<file path="config.mk">
export PLATFORM = sky130hd
export DESIGN_NAME = psk_ctrl
export DESIGN_NICKNAME = d
export VERILOG_FILES = /design/src/hw/rtl/process_stack_keyed_delete_assert.svh /design/src/hw/rtl/psk_pkg.sv /design/src/hw/rtl/psk_ctrl.sv
export SDC_FILE = /design/constraint.sdc
export NUM_CORES = 1
export LEC_CHECK = 0
export BUFFER_PORTS_ARGS = -buffer_cell sky130_fd_sc_hd__buf_4
export CAP_MARGIN = 10
export CORE_AREA = 2 2 39 41
export CTS_CLUSTER_SIZE = 28
export DETAILED_ROUTE_END_ITERATION = 10
export DIE_AREA = 0 0 41 43
export GPL_ROUTABILITY_DRIVEN = 0
export SLEW_MARGIN = 20
export SYNTH_ARGS = -nofsm -noshare
export SYNTH_HDL_FRONTEND = slang
export SYNTH_SLANG_ARGS = --single-unit
</file>
<file path="constraint.sdc">
create_clock -name aclk -period 1.4 [get_ports aclk]
set_input_delay 0.07 -clock aclk [delete_from_list [all_inputs] [get_ports aclk]]
set_output_delay 0.07 -clock aclk [all_outputs]
set_load 0.01 [all_outputs]
</file>
<file path="src/hw/rtl/process_stack_keyed_delete_assert.svh">
// Assertion macros for the process stack RTL
`ifndef PROCESS_STACK_KEYED_DELETE_ASSERT_SVH
`define PROCESS_STACK_KEYED_DELETE_ASSERT_SVH

// Check that the consequent holds in the same cycle as the antecedent
`define PSK_ASSERT_SAME(lbl, ante, cons, msg) \
    lbl: assert property (@(posedge aclk) disable iff (!aresetn) (ante) |-> (cons)) \
        else $error(msg);

// Check that the consequent holds in the cycle after the antecedent
`define PSK_ASSERT_NEXT(lbl, ante, cons, msg) \
    lbl: assert property (@(posedge aclk) disable iff (!aresetn) (ante) |=> (cons)) \
        else $error(msg);

`endif

</file>
<file path="src/hw/rtl/psk_pkg.sv">
// Types and constants for the process stack with keyed delete
package psk_pkg;

    localparam int NAME_W = 64;
    localparam int PRIO_W = 8;
    localparam int PID_W  = 22;
    localparam int RT_W   = 16;
    localparam int REQ_W  = 2;
    localparam int STAT_W = 2;

    // Request codes
    localparam logic [REQ_W-1:0] REQ_PUSH     = 2'd0;
    localparam logic [REQ_W-1:0] REQ_POP      = 2'd1;
    localparam logic [REQ_W-1:0] REQ_DEL_NAME = 2'd2;
    localparam logic [REQ_W-1:0] REQ_DEL_PID  = 2'd3;

    // Result status codes
    localparam logic [STAT_W-1:0] ST_OK   = 2'd0;
    localparam logic [STAT_W-1:0] ST_MISS = 2'd1;
    localparam logic [STAT_W-1:0] ST_FULL = 2'd2;

    // Operation the datapath carries out on a commit cycle
    typedef enum logic [2:0] {
        OP_NONE = 3'd0,
        OP_PUSH = 3'd1,
        OP_FULL = 3'd2,
        OP_TAKE = 3'd3,
        OP_MISS = 3'd4
    } psk_op_t;

    typedef struct packed {
        logic    load;
        psk_op_t op;
    } psk_cmd_t;

    typedef struct packed {
        logic push;
        logic full;
        logic hit;
    } psk_stat_t;

endpackage

</file>
<file path="src/hw/rtl/psk_ctrl.sv">
// Request sequencer and result valid tracking for the process stack
module psk_ctrl
    import psk_pkg::*;
(
    input  logic      aclk,
    input  logic      aresetn,
    input  logic      s_valid,
    output logic      s_ready,
    output logic      m_valid,
    input  logic      m_ready,
    input  psk_stat_t stat,
    output psk_cmd_t  cmd
);

    typedef enum logic [1:0] {
        S_IDLE    = 2'b01,
        S_RESOLVE = 2'b10
    } state_t;

    state_t state_reg, state_next;
    logic   out_valid_reg, out_valid_next;
    logic   out_free;

    assign out_free = !out_valid_reg || m_ready;
    assign s_ready  = (state_reg == S_IDLE);
    assign m_valid  = out_valid_reg;

    // Sequence one request: capture, then resolve once the result slot is free
    always_comb begin
        state_next     = state_reg;
        out_valid_next = out_valid_reg && !m_ready;
        cmd.load       = 1'b0;
        cmd.op         = OP_NONE;
        case (state_reg)
            S_IDLE: begin
                if (s_valid) begin
                    cmd.load   = 1'b1;
                    state_next = S_RESOLVE;
                end
            end
            S_RESOLVE: begin
                if (out_free) begin
                    if (stat.push) begin
                        cmd.op = stat.full ? OP_FULL : OP_PUSH;
                    end else begin
                        cmd.op = stat.hit ? OP_TAKE : OP_MISS;
                    end
                    out_valid_next = 1'b1;
                    state_next     = S_IDLE;
                end
            end
            default: begin
                state_next = S_IDLE;
            end
        endcase
    end

    always_ff @(posedge aclk) begin
        if (!aresetn) begin
            state_reg     <= S_IDLE;
            out_valid_reg <= 1'b0;
        end else begin
            state_reg     <= state_next;
            out_valid_reg <= out_valid_next;
        end
    end

endmodule

</file>
Word level (Yosys, flattened, before mapping). Index checks and enable logic that the tools add are counted.

Flip-flop bits (word level): 3. Bits in latches: 0. RAM bits: 0. Bits in read-only memories: 0. Input bits: 7. Output and inout port bits: 6. Word-level logic and storage cells: 23. Memories: 0.

Add/subtract/negate cells: 0. Multipliers: 0. Divide/modulo/power cells: 0. $lt $le $gt $ge: 0. Equal/unequal tests: 4. Shifts and indexed selects: 0. Muxes and demuxes: 12. Bitwise logic cells: 0. Reduce and logical (&&, ||, !) cells: 5.

Operators by type and width (count): $mux W3 (4); $mux W2 (3); $mux W1 (4); $ne A2 B2 Y1 const B (2); $pmux W2 S2 (1); $eq A2 B1 Y1 const B (1); $eq A2 B2 Y1 const B (1); $logic_not A1 Y1 (2); $reduce_and A2 Y1 (1); $logic_and A1 B1 Y1 (1); $logic_or A1 B1 Y1 (1).

Longest topological paths before layout.
Depth in word-level cells: 4. Mapped depth: 2.

Least setup slack after synthesis. Ideal clock, no wire load.

Path type: register -> output. From: register out_valid_reg (netlist: m_valid). To: output cmd[2] in the netlist's numbering. Data arrival time: 0.908 ns. Data required time: 1.330 ns. Path slack: 0.422 ns. Stages on the path, launching flop included: 3. Path buffers: 0. Cells stage by stage: dfxtp_1 > nor2b_1 > nor4_1.

RTL lines: start: declaration (line psk_ctrl.sv:21) `logic out_valid_reg, out_valid_next;`; start signal: assignment (line psk_ctrl.sv:64) `out_valid_reg <= out_valid_next;`; end: declaration (line psk_ctrl.sv:12) `output psk_cmd_t cmd`.

==> results_dict.tcl <==
set metrics [dict create \
    fin_nets 42 \
    drtIter0Drc 2 \
    chipHeight_um 43 \
    cp-start-kind "register" \
    ys_warn_count 0 \
    synth_simple_gate_area_share_pct 41.6 \
    power_w 0.000290 \
    area_growth_syn_to_layout_pct 79.6 \
    largest_register_ffs 2 \
    synth_area_sq_um 171 \
    worst_setup_path_end_kind "output port" \
    antenna_found_initial 0 \
    power.static_leakage_nw 0.136 \
    grt_max_degree 5 \
    avgSynthCellArea_sq_um 9.52 \
    grt_pass1_vias 168 \
    synthCells 18 \
    vias_per_cell 3.78 \
    slew_headroom_pct 83.2 \
    synth-edff-count 0 \
    grt_pass1_wl_um 655 \
    fin_crit_ns 1.23 \
    routed_wl_um 425 \
    drive_gt1_share_pct 50.0 \
    status "finished, final reports clean" \
    synth-compound-area-share_pct 23.4 \
    path_cells "nor2b_1 -> a211oi_1 -> buf_4" \
    cts_buffer_depth 2 \
    fp.dieW_um 41 \
    routedWlPerCell_um 8.50 \
    synth.most_common_cell "nand2b_1" \
    fin_crit_sh_pct 87.6 \
    finalHoldViolations 0 \
    core_sq_um 1380 \
    ant_nets 0 \
    worstPathRequired_ns 1.33 \
    final_max_slew_viol_count 0 \
    rsz0062_at_grt "no" \
    drc_errors 0 \
    cts_root_buf "clkbuf_4" \
    clock_sink_count 3 \
    met3_usage_pct 4.71 \
    ys_ff_latch 3 \
    grt_overflow 0 \
    power.density_nw_per_um2 944 \
    final.setup.tns_ns 0 \
    maxClockFrequency_mhz 816 \
    min_path_type "in -> reg" \
    syn_nets 25 \
    ys_types 13 \
    gr-max-usage-layer "met1" \
    seq_area_sq_um 60.1 \
    num_rows 14 \
    setup.worst_path.class "reg -> out" \
    drv_cap 0 \
    drt_first_pass_iters 4 \
    clk_latency_ns 0.23 \
    clkTransAtPathRegs_ns 0.04 \
    multi_input_area_sq_um 111 \
    slowest_stage "dfxtp_1" \
    synth_top_cell_area_share_pct 35.0 \
    use_met2_pct 6.56 \
    async_reset_ff_share_pct 0 \
    path_delay_family "flip-flops" \
    holdBufCountCts 0 \
    nFillCells 164 \
    synth.largest_area_cell "dfxtp_1" \
    io_buffers 12 \
    antenna_cells 0 \
    synth_ff_type "dfxtp_1" \
    cts_made_buffers 3 \
    synth_commonest_cells "4 x nand2b_1, 3 x dfxtp_1" \
    hpwl_um 344 \
    worst_slew_pin_slew_ns 0.251 \
    grt.total_usage_pct 6.12 \
    synth_top_family_by_area "simple AND/OR/NAND/NOR gates" \
    crit_buf_inv 1 \
    htreeDepth 1 \
    vias 189 \
    dieArea_sq_um 1760 \
    final.setup_skew_ns 0.000348 \
    grt.met1_usage_pct 7.05 \
    yosys-top-cells-area "dfxtp_1 35%, nand2b_1 15%, a211oi_2 7.3%, and4bb_1 7.3%, and2b_2 5.1%" \
    cp_max_fo 4 \
    ios 13 \
    muxShareOfSynthArea_pct 0 \
    slowest_delay_ns 0.32 \
    synth-seq-area-share_pct 35.0 \
    cts.repair.resized 0 \
    start_util_pct 12.4 \
    post-cts-setup-buffers 0 \
    arrival_ns 1.16 \
    synth_xor_area_share_pct 0 \
    cts_tree "built" \
    synthAdderAreaFrac_pct 0 \
    ir_drop_mv 0.397 \
    finalSetupViolations 0 \
]
## through the flow
stage / worst slack (ns) / hold slack (ns) / instances / area (sq um) / util [%]
2_1_floorplan: 0.422 / 0.150 / 18 / 171 / -
3_3_place_gp: 0.424 / 0.268 / 46 / 282 / 20.3
3_5_place_dp: 0.411 / 0.268 / 46 / 282 / 20.3
4_1_cts: 0.159 / 0.0222 / 50 / 308 / 22.2
5_1_grt: 0.0792 / 0.0231 / 50 / 308 / 22.2
6_report: 0.174 / 0.0275 / 50 / 308 / 22.2
## cell families after synthesis
| group | after synthesis |
|---|---|
| simple gates | 10 |
| compound gates | 5 |
| flops | 3 |
## layout by cell type (no fill, tap or decap), types with 3 or more instances in the layout
| cell | Yosys | layout |
|---|---|---|
| nand2b_1 | 4 | 4 |
| buf_4 | 0 | 12 |
| dfxtp_1 | 3 | 3 |
| clkbuf_4 | 0 | 3 |
## report_power, final
part            total, W  internal [W]  switching (W)
Clock           0.000152      0.000107      0.0000447
Combinational  0.0000457     0.0000289      0.0000169
Sequential     0.0000932     0.0000902     0.00000302
Total           0.000290      0.000226      0.0000646
## metal layers
metal  wire [um]  up-vias
met4           0        0
met2         159        9
met1         217       81
met5           0        -
met3          48        0
li1            -       99
## layout make-up
cell class	count	area share (%)
Tap cell	16	6.50
Multi-Input combinational cell	15	36.2
Clock buffer	4	8.54
Sequential cell	3	19.5
Timing Repair Buffer	12	29.3
## path summary, 6_finish.rpt
path	slack (ns)	startpoint	cells past startpoint	to
setup / recovery	0.17	m_valid	3	cmd[1]
hold reg to reg	0.51	m_valid	2	m_valid
setup reg to reg	0.55	state_reg[1]	2	state_reg[1]
hold / removal	0.03	aresetn	2	state_reg[0]
Note: power is estimated with default switching activity, not from simulation.
